File: src/rtl/tbs_pkg.sv
// Shared constants, types and helpers for the temperature batch statistics block.
package tbs_pkg;

    localparam int COUNT_BITS    = 16;
    localparam int SUM_BITS      = 64;
    localparam int DIV_CNT_BITS  = $clog2(SUM_BITS);
    localparam int LEVEL_BITS    = 16;
    localparam int READ_BITS     = 15;
    localparam int CFG_IDX_BITS  = 2;
    localparam int OUT_DATA_BITS = 160;

    localparam logic [CFG_IDX_BITS-1:0] REG_WARNING  = 2'd0;
    localparam logic [CFG_IDX_BITS-1:0] REG_CRITICAL = 2'd1;
    localparam logic [CFG_IDX_BITS-1:0] REG_SHUTDOWN = 2'd2;

    localparam logic signed [LEVEL_BITS-1:0] WARNING_RESET  = 16'sd480;
    localparam logic signed [LEVEL_BITS-1:0] CRITICAL_RESET = 16'sd720;
    localparam logic signed [LEVEL_BITS-1:0] SHUTDOWN_RESET = 16'sd960;

    localparam logic [COUNT_BITS-1:0] COUNT_MAX = {COUNT_BITS{1'b1}};

    typedef enum logic [1:0] {
        ST_ACCUM,
        ST_LOAD,
        ST_DIV,
        ST_DONE
    } t_state;

    typedef enum logic [1:0] {
        BAND_NORMAL,
        BAND_WARNING,
        BAND_CRITICAL,
        BAND_SHUTDOWN
    } t_band;

    typedef struct packed {
        logic accept;
        logic load_div;
        logic step_div;
        logic finish;
    } t_dp_cmd;

    typedef struct packed {
        logic empty;
        logic div_last;
        logic out_full;
    } t_dp_stat;

    function automatic logic [COUNT_BITS-1:0] sat_inc(input logic [COUNT_BITS-1:0] c);
        sat_inc = (c == COUNT_MAX) ? COUNT_MAX : c + 1'b1;
    endfunction

endpackage

File: src/rtl/temperature_batch_statistics.sv
// Top level of the temperature batch statistics monitor.
// Takes one temperature word per cycle while accumulating a batch: signed 1/16 C
// samples, non-positive ones counted as skipped, positive ones folded into
// min, max, sum, count, four band counters and the first-critical index.
// After the word marked tlast no word is accepted until the divide is done and
// the summary is issued (the divide is skipped when the batch held no valid sample);
// the average comes from the bit-serial restoring divider that forms one quotient
// bit per cycle over the 64-bit sum; the sum keeps growing after the valid
// count saturates, so it is held at full width. The summary sits in
// an output register, so the next batch accumulates while it waits; a new
// summary waits only if the previous one has not been taken.
module temperature_batch_statistics
    import tbs_pkg::*;
(
    input  logic                     i_clk,
    input  logic                     i_rst_n,
    input  logic                     i_cfg_we,
    input  logic [CFG_IDX_BITS-1:0]  i_cfg_idx,
    input  logic [LEVEL_BITS-1:0]    i_cfg_wdata,
    input  logic                     s_tvalid,
    output logic                     s_tready,
    input  logic [15:0]              s_tdata,   // [15:0] reading
    input  logic                     s_tlast,   // last_of_batch
    output logic                     m_tvalid,
    input  logic                     m_tready,
    // [15:0] valid_count, [31:16] skipped_count, [46:32] min_reading,
    // [61:47] max_reading, [76:62] average_reading, [92:77] first_critical_index,
    // [108:93] normal_count, [124:109] warning_count, [140:125] critical_count,
    // [156:141] shutdown_count, [159:157] zero
    output logic [OUT_DATA_BITS-1:0] m_tdata,
    output logic                     m_tuser    // empty_batch
);

    t_dp_cmd  cmd;
    t_dp_stat stat;

    tbs_ctrl u_ctrl (
        .i_clk    (i_clk),
        .i_rst_n  (i_rst_n),
        .s_tvalid (s_tvalid),
        .s_tlast  (s_tlast),
        .s_tready (s_tready),
        .o_cmd    (cmd),
        .i_stat   (stat)
    );

    tbs_dp u_dp (
        .i_clk       (i_clk),
        .i_rst_n     (i_rst_n),
        .i_cfg_we    (i_cfg_we),
        .i_cfg_idx   (i_cfg_idx),
        .i_cfg_wdata (i_cfg_wdata),
        .i_reading   (s_tdata),
        .i_cmd       (cmd),
        .o_stat      (stat),
        .o_m_valid   (m_tvalid),
        .i_m_ready   (m_tready),
        .o_m_data    (m_tdata),
        .o_m_user    (m_tuser)
    );

endmodule

File: src/rtl/tbs_ctrl.sv
// Control state machine: accumulate, start divide (skipped for an empty batch), divide, emit summary.
module tbs_ctrl
    import tbs_pkg::*;
(
    input  logic     i_clk,
    input  logic     i_rst_n,
    input  logic     s_tvalid,
    input  logic     s_tlast,
    output logic     s_tready,
    output t_dp_cmd  o_cmd,
    input  t_dp_stat i_stat
);

    t_state r_state;
    t_state n_state;

    always_ff @(posedge i_clk) begin
        if (!i_rst_n) begin
            r_state <= ST_ACCUM;
        end else begin
            r_state <= n_state;
        end
    end

    always_comb begin
        n_state  = r_state;
        o_cmd    = '0;
        s_tready = 1'b0;
        unique case (r_state)
            ST_ACCUM: begin
                s_tready     = 1'b1;
                o_cmd.accept = s_tvalid;
                if (s_tvalid && s_tlast) begin
                    n_state = ST_LOAD;
                end
            end
            ST_LOAD: begin
                if (i_stat.empty) begin
                    n_state = ST_DONE;
                end else begin
                    o_cmd.load_div = 1'b1;
                    n_state        = ST_DIV;
                end
            end
            ST_DIV: begin
                o_cmd.step_div = 1'b1;
                if (i_stat.div_last) begin
                    n_state = ST_DONE;
                end
            end
            ST_DONE: begin
                if (!i_stat.out_full) begin
                    o_cmd.finish = 1'b1;
                    n_state      = ST_ACCUM;
                end
            end
            default: begin
                n_state = ST_ACCUM;
            end
        endcase
    end

`ifndef ASSERT_OFF
    a_div_holds: assert property (@(posedge i_clk) disable iff (!i_rst_n)
        (r_state == ST_DIV && !i_stat.div_last) |=> r_state == ST_DIV)
        else $error("divide left early");
    a_done_exit: assert property (@(posedge i_clk) disable iff (!i_rst_n)
        (r_state == ST_DONE && !i_stat.out_full) |=> r_state == ST_ACCUM)
        else $error("summary not issued");
`endif

endmodule

File: src/rtl/tbs_dp.sv
// Datapath: level registers, batch accumulators, serial divider, output register.
module tbs_dp
    import tbs_pkg::*;
(
    input  logic                       i_clk,
    input  logic                       i_rst_n,
    input  logic                       i_cfg_we,
    input  logic [CFG_IDX_BITS-1:0]    i_cfg_idx,
    input  logic [LEVEL_BITS-1:0]      i_cfg_wdata,
    input  logic [15:0]                i_reading,
    input  t_dp_cmd                    i_cmd,
    output t_dp_stat                   o_stat,
    output logic                       o_m_valid,
    input  logic                       i_m_ready,
    output logic [OUT_DATA_BITS-1:0]   o_m_data,
    output logic                       o_m_user
);

    logic signed [LEVEL_BITS-1:0] r_warn, r_crit, r_shut;

    logic [COUNT_BITS-1:0] r_cnt_valid, n_cnt_valid;
    logic [COUNT_BITS-1:0] r_cnt_skip, n_cnt_skip;
    logic [COUNT_BITS-1:0] r_first, n_first;
    logic [READ_BITS-1:0]  r_min, n_min;
    logic [READ_BITS-1:0]  r_max, n_max;
    logic [SUM_BITS-1:0]   r_sum, n_sum;
    logic [COUNT_BITS-1:0] r_band [4];
    logic [COUNT_BITS-1:0] n_band [4];

    logic [COUNT_BITS:0]     r_rem, n_rem;
    logic [SUM_BITS-1:0]     r_quo, n_quo;
    logic [DIV_CNT_BITS-1:0] r_div_cnt;

    logic                     r_m_valid;
    logic [OUT_DATA_BITS-1:0] r_m_data;
    logic                     r_m_user;

    logic signed [15:0]    rd;
    logic [READ_BITS-1:0]  rd_u;
    logic                  rd_ok;
    logic [COUNT_BITS-1:0] cnt_inc;
    t_band                 band;
    logic [COUNT_BITS:0]   rem_sh;
    logic                  ge;
    logic                  empty;
    logic [READ_BITS-1:0]  o_min, o_max, o_avg;

    // level registers
    always_ff @(posedge i_clk) begin
        if (!i_rst_n) begin
            r_warn <= WARNING_RESET;
            r_crit <= CRITICAL_RESET;
            r_shut <= SHUTDOWN_RESET;
        end else if (i_cfg_we) begin
            if (i_cfg_idx == REG_WARNING)  r_warn <= i_cfg_wdata;
            if (i_cfg_idx == REG_CRITICAL) r_crit <= i_cfg_wdata;
            if (i_cfg_idx == REG_SHUTDOWN) r_shut <= i_cfg_wdata;
        end
    end

    assign rd      = $signed(i_reading);
    assign rd_u    = i_reading[READ_BITS-1:0];
    assign rd_ok   = rd > 16'sd0;
    assign cnt_inc = sat_inc(r_cnt_valid);
    assign empty   = r_cnt_valid == '0;

    always_comb begin
        priority if (rd < r_warn) begin
            band = BAND_NORMAL;
        end else if (rd < r_crit) begin
            band = BAND_WARNING;
        end else if (rd < r_shut) begin
            band = BAND_CRITICAL;
        end else begin
            band = BAND_SHUTDOWN;
        end
    end

    always_comb begin
        n_cnt_valid = r_cnt_valid;
        n_cnt_skip  = r_cnt_skip;
        n_first     = r_first;
        n_min       = r_min;
        n_max       = r_max;
        n_sum       = r_sum;
        for (int i = 0; i < 4; i++) begin
            n_band[i] = r_band[i];
        end
        if (i_cmd.accept) begin
            if (!rd_ok) begin
                n_cnt_skip = sat_inc(r_cnt_skip);
            end else begin
                n_cnt_valid = cnt_inc;
                if (empty || rd_u < r_min) n_min = rd_u;
                if (empty || rd_u > r_max) n_max = rd_u;
                n_sum = r_sum + SUM_BITS'(rd_u);
                if (rd >= r_crit && r_first == '0) n_first = cnt_inc;
                n_band[band] = sat_inc(r_band[band]);
            end
        end else if (i_cmd.finish) begin
            n_cnt_valid = '0;
            n_cnt_skip  = '0;
            n_first     = '0;
            n_min       = '0;
            n_max       = '0;
            n_sum       = '0;
            for (int i = 0; i < 4; i++) begin
                n_band[i] = '0;
            end
        end
    end

    always_ff @(posedge i_clk) begin
        if (!i_rst_n) begin
            r_cnt_valid <= '0;
            r_cnt_skip  <= '0;
            r_first     <= '0;
            r_min       <= '0;
            r_max       <= '0;
            r_sum       <= '0;
            for (int i = 0; i < 4; i++) begin
                r_band[i] <= '0;
            end
        end else begin
            r_cnt_valid <= n_cnt_valid;
            r_cnt_skip  <= n_cnt_skip;
            r_first     <= n_first;
            r_min       <= n_min;
            r_max       <= n_max;
            r_sum       <= n_sum;
            for (int i = 0; i < 4; i++) begin
                r_band[i] <= n_band[i];
            end
        end
    end

    // restoring divider, one quotient bit per step
    assign rem_sh = {r_rem[COUNT_BITS-1:0], r_quo[SUM_BITS-1]};
    assign ge     = rem_sh >= {1'b0, r_cnt_valid};

    always_comb begin
        n_rem = r_rem;
        n_quo = r_quo;
        if (i_cmd.load_div) begin
            n_rem = '0;
            n_quo = r_sum;
        end else if (i_cmd.step_div) begin
            n_rem = ge ? rem_sh - {1'b0, r_cnt_valid} : rem_sh;
            n_quo = {r_quo[SUM_BITS-2:0], ge};
        end
    end

    always_ff @(posedge i_clk) begin
        r_rem <= n_rem;
        r_quo <= n_quo;
    end

    always_ff @(posedge i_clk) begin
        if (!i_rst_n) begin
            r_div_cnt <= '0;
        end else if (i_cmd.load_div) begin
            r_div_cnt <= '0;
        end else if (i_cmd.step_div) begin
            r_div_cnt <= r_div_cnt + 1'b1;
        end
    end

    // output register
    assign o_min = empty ? '0 : r_min;
    assign o_max = empty ? '0 : r_max;
    assign o_avg = empty ? '0 : r_quo[READ_BITS-1:0];

    always_ff @(posedge i_clk) begin
        if (!i_rst_n) begin
            r_m_valid <= 1'b0;
        end else if (i_cmd.finish) begin
            r_m_valid <= 1'b1;
        end else if (i_m_ready) begin
            r_m_valid <= 1'b0;
        end
    end

    always_ff @(posedge i_clk) begin
        if (i_cmd.finish) begin
            r_m_data <= {3'b000,
                         16'(r_band[BAND_SHUTDOWN]), 16'(r_band[BAND_CRITICAL]),
                         16'(r_band[BAND_WARNING]), 16'(r_band[BAND_NORMAL]),
                         16'(r_first), o_avg, o_max, o_min,
                         16'(r_cnt_skip), 16'(r_cnt_valid)};
            r_m_user <= empty;
        end
    end

    assign o_m_valid       = r_m_valid;
    assign o_m_data        = r_m_data;
    assign o_m_user        = r_m_user;
    assign o_stat.empty    = empty;
    assign o_stat.div_last = r_div_cnt == DIV_CNT_BITS'(SUM_BITS - 1);
    assign o_stat.out_full = r_m_valid && !i_m_ready;

`ifndef ASSERT_OFF
    a_min_le_max: assert property (@(posedge i_clk) disable iff (!i_rst_n)
        !empty |-> r_min <= r_max)
        else $error("running min above running max");
    a_first_le_count: assert property (@(posedge i_clk) disable iff (!i_rst_n)
        r_first <= r_cnt_valid)
        else $error("first critical index beyond valid count");
    a_finish_clears: assert property (@(posedge i_clk) disable iff (!i_rst_n)
        i_cmd.finish |=> (r_cnt_valid == '0 && r_sum == '0 && r_m_valid))
        else $error("summary issue did not clear batch");
`endif

endmodule

File: config.mk
export PLATFORM = sky130hd
export DESIGN_NAME = temperature_batch_statistics
export DESIGN_NICKNAME = d
export VERILOG_FILES = /design/src/rtl/tbs_pkg.sv /design/src/rtl/temperature_batch_statistics.sv /design/src/rtl/tbs_ctrl.sv /design/src/rtl/tbs_dp.sv
export SDC_FILE = /design/constraint.sdc
export NUM_CORES = 1
export LEC_CHECK = 0
export BUFFER_PORTS_ARGS = -buffer_cell sky130_fd_sc_hd__buf_2
export CAP_MARGIN = 10
export CORE_ASPECT_RATIO = 1.25
export CORE_MARGIN = 5
export CORE_UTILIZATION = 62
export DETAILED_ROUTE_END_ITERATION = 8
export PLACE_DENSITY_LB_ADDON = 0.25
export REMOVE_ABC_BUFFERS = 1
export SLEW_MARGIN = 20
export SYNTH_ARGS = -nofsm -noshare
export SYNTH_HDL_FRONTEND = slang
export SYNTH_SLANG_ARGS = --single-unit
File: constraint.sdc
create_clock -name i_clk -period 16.5 [get_ports i_clk]
set_input_delay 1.65 -clock i_clk [delete_from_list [all_inputs] [get_ports i_clk]]
set_output_delay 1.65 -clock i_clk [all_outputs]
set_load 0.01 [all_outputs]
Yosys cells after proc, flatten, opt, wreduce, memory -nomap -nowiden
Memories as Yosys holds them, arrays and structs flattened. A register that Yosys moved wholly into a read port is not among the register bits.
Cells that the tools add are included.
{"block": "totals", "mem_bits_rw": 64, "mem_count": 1, "register_bits": 437}
{"block": "op_classes", "bitwise": 6, "n_eq_ne": 17, "n_reduce_logical": 24, "n_lt_le_gt_ge": 10, "add_sub_neg": 6, "mux": 53}
{"memory": "u_dp.r_band", "depth": 4, "width": 16, "read_ports": 9, "rd_ports_with_merged_regs": 4, "wr": 4, "line_no": "tbs_dp.sv:27", "text": "logic [COUNT_BITS-1:0] r_band [4];"}
{"op": "two-way mux 64 bit", "n": 8}
{"op": "two-way mux 16 bit", "n": 17}
{"op": "two-way mux 15 bit", "n": 7}
{"op": "adder 64 x 15 -> 64 bit", "n": 1}
{"op": "bitwise mux 64 bit", "n": 1}
{"op": "adder 16 x 1 -> 16 bit (second input constant)", "n": 3}
{"op": "== test 16 bit (second input constant)", "n": 3}
{"op": "less-than comparator 16 bit", "n": 3}
{"op": "demux 16 bit (select 2 bit)", "n": 1}
{"op": "logical NOT 16 bit", "n": 2}
{"op": "greater-or-equal comparator 17 x 16 -> 1 bit", "n": 1}
{"op": "greater-or-equal comparator 16 bit", "n": 1}
{"op": "> comparator 16 x 1 -> 1 bit (second input constant)", "n": 1}
{"op": "subtractor 16 bit", "n": 1}
{"op": "> comparator 15 bit", "n": 1}
{"op": "less-than comparator 15 bit", "n": 1}
{"op": "two-way mux 1 bit", "n": 13}
{"op": "AND reduction 3 bit", "n": 4}
{"op": "two-way mux 2 bit", "n": 5}
{"op": "inequality test 2 x 1 -> 1 bit (second input constant)", "n": 5}
{"op": "AND reduction 2 bit", "n": 5}
{"op": "one-hot mux 2 bit (4 select lines)", "n": 1}
{"op": "adder 6 x 1 -> 6 bit (second input constant)", "n": 1}
{"op": "== test 2 bit (second input constant)", "n": 3}
{"op": "14 further kinds", "n": 27}

Depth between registers and ports, before layout
Gate-level depths: netlist of run 1.
{"block": "logic_depth", "depth_word": 13, "mapped_depth": 20, "mapped_depth_nobuf": 17}

Hierarchy
From an unflattened synthesis of run 1, not the netlist that was laid out.
{"block": "unflattened", "cells_unflattened": 2356, "hier_area_um2": 23735.3}
{"module": "tbs_dp", "n_inst": 1, "cells_per_inst": 2332, "area_each_um2": 23512.6, "seq_area_each_um2": 12211.7}
{"module": "tbs_ctrl", "n_inst": 1, "cells_per_inst": 24, "area_each_um2": 222.7, "seq_area_each_um2": 40.0}

Least setup slack after synthesis of run 1
Ideal clock, no wire load.
{"block": "synth_timing", "path_type": "input to register", "start": "input m_tready", "end": "register u_dp.r_max[10]", "t_required_ns": 16.372, "cell_stages": 9, "path_buffers": 1, "arrival_time_ns": 11.188, "slack_ns": 5.184, "path_cell_list": "nor2b_1 > nor2b_1 > nand2_1 > nand2_1 > o21ai_0 > a21oi_1 > clkbuf_1 > mux2i_1 > nor2_1"}
{"item": "from (decl)", "line_no": "temperature_batch_statistics.sv:25", "text": "input logic m_tready,"}
{"item": "to (signal assigned)", "line_no": "tbs_dp.sv:129", "text": "r_max <= n_max;"}
{"item": "to (decl)", "line_no": "tbs_dp.sv:25", "text": "logic [READ_BITS-1:0] r_max, n_max;"}

==> metrics.txt, run 1 <==
cell area after layout=26500 µm²; cell total after placement=3055; max_slew headroom=25.4%; PwrDens=131 nW/µm²; EDFF count, synth=222; Seq/Total Area, Yosys=52.2%; area of the multi-input gates=10400 µm²; GRT Util Overall=29.2%; Post-CTS Setup Bufs=0; Fin Setup TNS=0 ns; clock buffer depth=3; final cell count without fillers=3148; drt total wl=63500 µm; Max Freq=172 MHz; final worst slack=10.69 ns; CP max FO=17; Clk Latency, worst-skew pair=0.57 ns; Antenna Nets Post-Route=0; Final Util=71.0%; H-tree levels=2; most common cell after layout, fill and taps aside=nand2_1; CTS Sinks=501; clock tree from TritonCTS=yes; initial antenna violation count=6; WP data required=16.96 ns; GRT overflow=0; RSZ-0062 raised after global routing=no; Mapped Area=23500 µm²; Hold/Removal Path Class=register to register; synth warn=0; first-pass GRT wire length=98100 µm; die width=184 µm; DRC violations left=0; Tcrit/Tclk final=35.2%; ys flop type=dfxtp_1; Leak=10.3 nW; Via density=6.09; DR iter-0 viols=1680; post-DP HPWL=43300 µm; drt first pass iters=8; Synth Instances=2458; Layout fillers=2804; Post-Place Worst Slack=10.28 ns; Hold Path Depth=2; R2R depth=17; kind of end point of the critical path=register; Final setup viols=0; num ports=203; Starting Density=62.8%; Crit path arrival time=6.26 ns; cts repair resizes=0; Unique masters post-synth=91; register area=12300 µm²; TritonCTS Buffers=46; Hold Vio Cnt, Final=0; maximum vdd ir drop=0.000105 V; layout cells sized above 1=13.4%; Post-CTS Hold Buffers=0; Post-DP Area=24800 µm²; Slew @ Worst Pin=1.12 ns; Core Rows=79; CP Class=primary input to register; status=finished, final reports clean; synthesized flop and latch total=501; total vias in the final route=19.2k; clock transition at the registers of the reported paths=0.07 ns; Area Overhead vs Synth=12.9%; CORE AREA=37400 µm²; Routability Congestion=0.992; vias in the first global route=18.5k; NumNets Final=2775; Worst setup SP type=primary input; Clock Skew=0.0184 ns; PortBufs=199; Mapped Avg Cell Area=9.55 µm²; post-route minimum period=5.81 ns; largest net degree at the start of global routing=87; clk root buf=clkbuf_16; full die area=41900 µm²; most frequent cells in the layout=nand2_1 (395), dfxtp_1 (279), nor2_1 (238); Power, Total=3.48 mW; WHS=0.458 ns; final slew viol count=0; Die Ht=228 µm; fraction of registers with async set/reset=0%; Avg WL per Cell=20.2 µm; maxcap violations=0
==> worst paths after layout <==
| path | slack, ns | endpoint | startpoint |
|---|---|---|---|
| max | 10.69 | u_dp.r_band[1][14] | s_tdata[11] |
| min | 0.46 | u_dp.r_crit[1] | u_dp.r_crit[1] |
| max reg2reg | 11.56 | u_dp.r_band[1][14] | u_dp.r_crit[15] |
| min reg2reg | 0.46 | u_dp.r_crit[1] | u_dp.r_crit[1] |
==> cells by family after synthesis <==
| logic type | share of synthesized area, % |
|---|---|
| muxes | 2.17 |
| AOI/OAI and AO/OA | 13.2 |
| and+or+nand+nor | 18.9 |
| other | 0.0160 |
| xor gates and xnor gates | 3.25 |
| adders and majority gates | 6.30 |
| buffers and inverters | 3.98 |
| DFF | 52.2 |
==> state kept, by name, indices dropped and copies added, names as in the netlist <==
signal and cells:
u_dp.r_shut 16, u_dp.r_warn 16, u_dp.r_band 64, u_dp.r_div_cnt 6, u_dp.r_first 16, u_dp.o_m_data 157
u_dp.r_sum 64, u_dp.r_cnt_skip 16, u_dp.r_crit 16, u_dp.r_max 15, u_dp.r_rem 16, u_dp.o_m_valid 1
u_dp.r_cnt_valid 16, u_dp.r_min 15, u_dp.r_quo 64, u_dp.o_m_user 1, u_ctrl.r_state 2
==> power by group <==
part           internal [mW]  total [mW]  leakage, nW  switching (mW)
sequential              1.46        1.52         4.34          0.0645
clock                  0.680        1.15        0.803           0.465
combinational          0.281       0.808         5.19           0.527
total                   2.42        3.48         10.3            1.06
==> layer usage <==
| metal | vias to the layer above | GRT usage (%) | share of wire (%) |
|---|---|---|---|
| met1 | 9174 | 34.9 | 38 |
| met3 | 209 | 4.38 | 7.2 |
| met2 | 835 | 52.5 | 50 |
| met4 | 4 | 12.6 | 4.6 |
| li1 | 8951 | - | - |
| met5 | - | 0 | 0.041 |
==> cells in the mapped netlist (4+ instances only) <==
cell type | count | share of area, %
nand2b_1 | 17 | 0.45
clkbuf_1 | 96 | 1.5
o21ai_0 | 118 | 2.5
o21a_1 | 12 | 0.38
edfxtp_1 | 222 | 28
nand4_1 | 41 | 1.1
or3_1 | 11 | 0.29
xnor2_1 | 40 | 1.5
a22o_1 | 9 | 0.34
a21oi_1 | 199 | 4.2
buf_4 | 6 | 0.19
and2_1 | 37 | 0.99
o31a_1 | 5 | 0.19
and4_1 | 5 | 0.19
a211oi_1 | 17 | 0.54
a32o_1 | 9 | 0.38
nand3_1 | 82 | 1.7
and3_1 | 45 | 1.2
o21ai_1 | 7 | 0.15
xor2_1 | 47 | 1.8
o211ai_1 | 15 | 0.48
mux2i_1 | 42 | 1.8
dfxtp_1 | 279 | 24
a22oi_1 | 18 | 0.58
nor2b_1 | 18 | 0.48
a31oi_1 | 12 | 0.32
or2_2 | 5 | 0.13
nor2_1 | 238 | 3.8
buf_1 | 4 | 0.064
a21o_1 | 19 | 0.61
o31ai_1 | 8 | 0.26
nand2_1 | 396 | 6.3
inv_1 | 118 | 1.9
nor3_1 | 31 | 0.66
buf_2 | 9 | 0.19
ha_1 | 115 | 6.1
o21bai_1 | 6 | 0.19
mux2_2 | 8 | 0.38
nor4_1 | 17 | 0.45
==> area by class of cell <==
class	instances	area share [%]
repair buffers	227	4.56
clock buffers	64	5.07
inverters	119	1.69
diodes	6	0.0566
multi-input cells	1723	39.0
clock inverters	22	1.07
well taps	486	2.29
flip-flops and latches	501	46.2
==> worst max-delay path: stages <==
cell      delay, ns
buf_2          0.19
ha_1           0.33
nand3_1        0.12
nor4_1         0.34
a21boi_2       0.26
o32a_1         0.78
nor2_1         0.11
o31ai_2        0.33
o21ai_0        0.28
inv_1          0.11
ha_1           0.19
o21ai_0        0.14
nor4bb_1       0.30
buf_4          0.23
nor3b_2        0.23
mux2_2         0.40
a31o_2         0.24
Power figures use the tool's default switching activity.
==> run 2, diff against run 1 <==
--- a/config.mk
+++ b/config.mk
@@ -9,7 +9,7 @@
 export CAP_MARGIN = 10
 export CORE_ASPECT_RATIO = 1.25
 export CORE_MARGIN = 5
-export CORE_UTILIZATION = 62
+export CORE_UTILIZATION = 60
 export DETAILED_ROUTE_END_ITERATION = 8
 export PLACE_DENSITY_LB_ADDON = 0.25
 export REMOVE_ABC_BUFFERS = 1
==> constraint.sdc (replaced) <==
create_clock -name i_clk -period 5.4 [get_ports i_clk]
set_input_delay 0.54 -clock i_clk [delete_from_list [all_inputs] [get_ports i_clk]]
set_output_delay 0.54 -clock i_clk [all_outputs]
set_load 0.01 [all_outputs]
==> run 2 against run 1 <==
  * Largest power group unchanged
  * Flip-flop and latch count is the same
  * Critical path depth is the same
  * Critical path type is now register to register
  * Design area is essentially flat
==> metrics.txt, run 2 (synthesis results as in run 1) <==
clock transition at the registers of the reported paths=0.07 ns (about the same); max_slew headroom=25.6% (was 25.4%); first-pass GRT wire length=99900 µm (was 98100 µm); maximum vdd ir drop=0.000297 V (was 0.000105 V); post-DP HPWL=45400 µm (was 43300 µm); DRC violations left=0 (unchanged); WP data required=5.87 ns (was 16.96 ns); full die area=43200 µm² (was 41900 µm²); max reg flops=157 (unchanged); flop2flop setup slack=0.96 ns (was 11.56 ns); most common cell after layout, fill and taps aside=nand2_1 (unchanged); kind of end point of the critical path=register (unchanged); Post-CTS Setup Bufs=0 (unchanged); Hold Vio Cnt, Final=0 (unchanged); final slew viol count=0 (unchanged); crit path to=u_dp.r_band[1][7] (was u_dp.r_band[1][14]); drt total wl=64000 µm (was 63500 µm); clock tree from TritonCTS=yes (unchanged); Layout fillers=3107 (was 2804); Worst setup SP type=register (was primary input); NumNets Final=2784 (was 2775); Tcrit/Tclk final=82.2%; layout cells sized above 1=13.9% (was 13.4%); total vias in the final route=19.1k (was 19.2k); CORE AREA=38900 µm² (was 37400 µm²); most frequent cells in the layout=nand2_1 (395), dfxtp_1 (279), nor2_1 (238) (unchanged); TritonCTS Buffers=47 (was 46); vias in the first global route=18.8k (was 18.5k); Routability Congestion=1.00 (was 0.992); DR iter-0 viols=1659 (was 1680); Post-CTS Hold Buffers=0 (unchanged); Clock Skew=0.0118 ns (was 0.0184 ns); Final setup viols=0 (unchanged); Reg2Reg Launch Point=u_dp.r_crit[15] (unchanged); initial antenna violation count=0 (was 6); Slew @ Worst Pin=1.12 ns (about the same); PwrDens=398 nW/µm² (was 131 nW/µm²); num ports=203 (unchanged); Antenna Nets Post-Route=0 (unchanged); clock buffer depth=3 (unchanged); R2R depth=17 (unchanged); drt first pass iters=5 (was 8); clk root buf=clkbuf_16 (unchanged); Starting Density=60.3% (was 62.8%); cell total after placement=3076 (was 3055); Avg WL per Cell=20.2 µm (about the same); CP max FO=10 (was 17); Leak=10.3 nW (about the same); final worst slack=0.962 ns (was 10.69 ns); GRT overflow=0 (unchanged); maxcap violations=0 (unchanged); Via density=6.04 (was 6.09); Crit path arrival time=4.91 ns (was 6.26 ns); CP Class=register to register (was primary input to register); GRT Util Overall=28.6% (was 29.2%); RSZ-0062 raised after global routing=no (unchanged); CP Launch Point=u_dp.r_crit[15] (was s_tdata[11]); Hold/Removal Path Class=primary input to register (was register to register); PortBufs=199 (unchanged); CTS Sinks=501 (unchanged); cts repair resizes=0 (unchanged); Die Ht=231 µm (was 228 µm); Area Overhead vs Synth=13.0% (was 12.9%); H-tree levels=2 (unchanged); Post-Place Worst Slack=0.697 ns (was 10.28 ns); die width=187 µm (was 184 µm); post-route minimum period=4.44 ns; status=finished, final reports clean (unchanged); FF-to-FF End=u_dp.r_band[1][7] (was u_dp.r_band[1][14]); Max Freq=225 MHz; Core Rows=81 (was 79); final cell count without fillers=3163 (was 3148); Clk Latency, worst-skew pair=0.57 ns (about the same); largest net degree at the start of global routing=87 (unchanged)
run 2: cell types whose count changed in the layout (fill, tap and decap cells not counted), moves of 2 or more:
cell        previous run  this run
clkbuf_8               2         5
clkinv_2              11         8
clkinvlp_4             1         5
clkinv_1               4         2
inv_6                  0         4
clkbuf_16             51        47
buf_4                 27        36
diode_2                6         1
clkbuf_1              11         6
clkinv_4               0         2
run 2: metrics by stage:
| step | cell area [µm²] | TNS, ns | hold slack [ns] | util (%) | total power, mW |
|---|---|---|---|---|---|
| after floorplan | 23000 | -1938.63 | 0.416 | - | 6.41 |
| after global routing | 26500 | 0 | 0.245 | 68.2 | 11.1 |
| after global placement | 24900 | 0 | 0.439 | 64.0 | 7.09 |
| after CTS | 26500 | 0 | 0.221 | 68.2 | 10.6 |
| after detailed placement | 24900 | 0 | 0.447 | 64.1 | 7.17 |
| final | 26500 | 0 | 0.242 | 68.2 | 10.6 |
run 2: worst min-delay path by stage:
| stage | startpoint | cells past startpoint | to |
|---|---|---|---|
| 2_1_floorplan | u_dp.r_band[2][14] | 0 | u_dp.o_m_data[139] |
| 3_3_place_gp | u_dp.r_shut[0] | 2 | u_dp.r_shut[0] |
| 3_5_place_dp | u_dp.r_warn[13] | 2 | u_dp.r_warn[13] |
| 4_1_cts | i_cfg_wdata[10] | 3 | u_dp.r_shut[10] |
| 5_1_grt | i_cfg_wdata[10] | 3 | u_dp.r_crit[10] |
| 6_report | i_cfg_wdata[12] | 3 | u_dp.r_crit[12] |
run 2: area by class of cell:
class,count,area (µm²),area share (%)
flip-flops and latches,501,12300,46.2
multi-input cells,1723,10300,39.0
clock buffers,58,1270,4.78
repair buffers,235,1270,4.77
well taps,498,623,2.35
inverters,119,449,1.69
clock inverters,28,329,1.24
diodes,1,2.50,0.00943
run 2: report_power, final:
part           leakage, nW  switching, mW  internal (mW)
combinational         5.23           1.60          0.863
clock                0.775           1.47           1.97
sequential            4.34          0.196           4.46
total                 10.3           3.27           7.30
run 2: per-layer routing:
layer / global-route usage, % / vias to the layer above / wire [µm] / part of all wire, %
met3: 3.99 / 287 / 3770 / 5.9
li1: - / 8964 / - / -
met1: 33.3 / 9047 / 24300 / 38
met4: 17.4 / 0 / 4350 / 6.8
met2: 50.1 / 810 / 31700 / 49
met5: 0 / - / 0 / 0
run 2: critical path: stages, from the launching register on:
cell and delay (ns):
dfxtp_1 0.34, inv_1 0.05, ha_1 0.35, nand3_1 0.11, nor4_1 0.36, a21boi_2 0.26
o32a_1 0.42, nor2_1 0.10, o31ai_2 0.31, o21ai_0 0.20, inv_1 0.09, ha_1 0.19
o21ai_0 0.13, nor4bb_1 0.31, buf_4 0.22, and4_1 0.49, nor2_1 0.13, a211oi_1 0.28
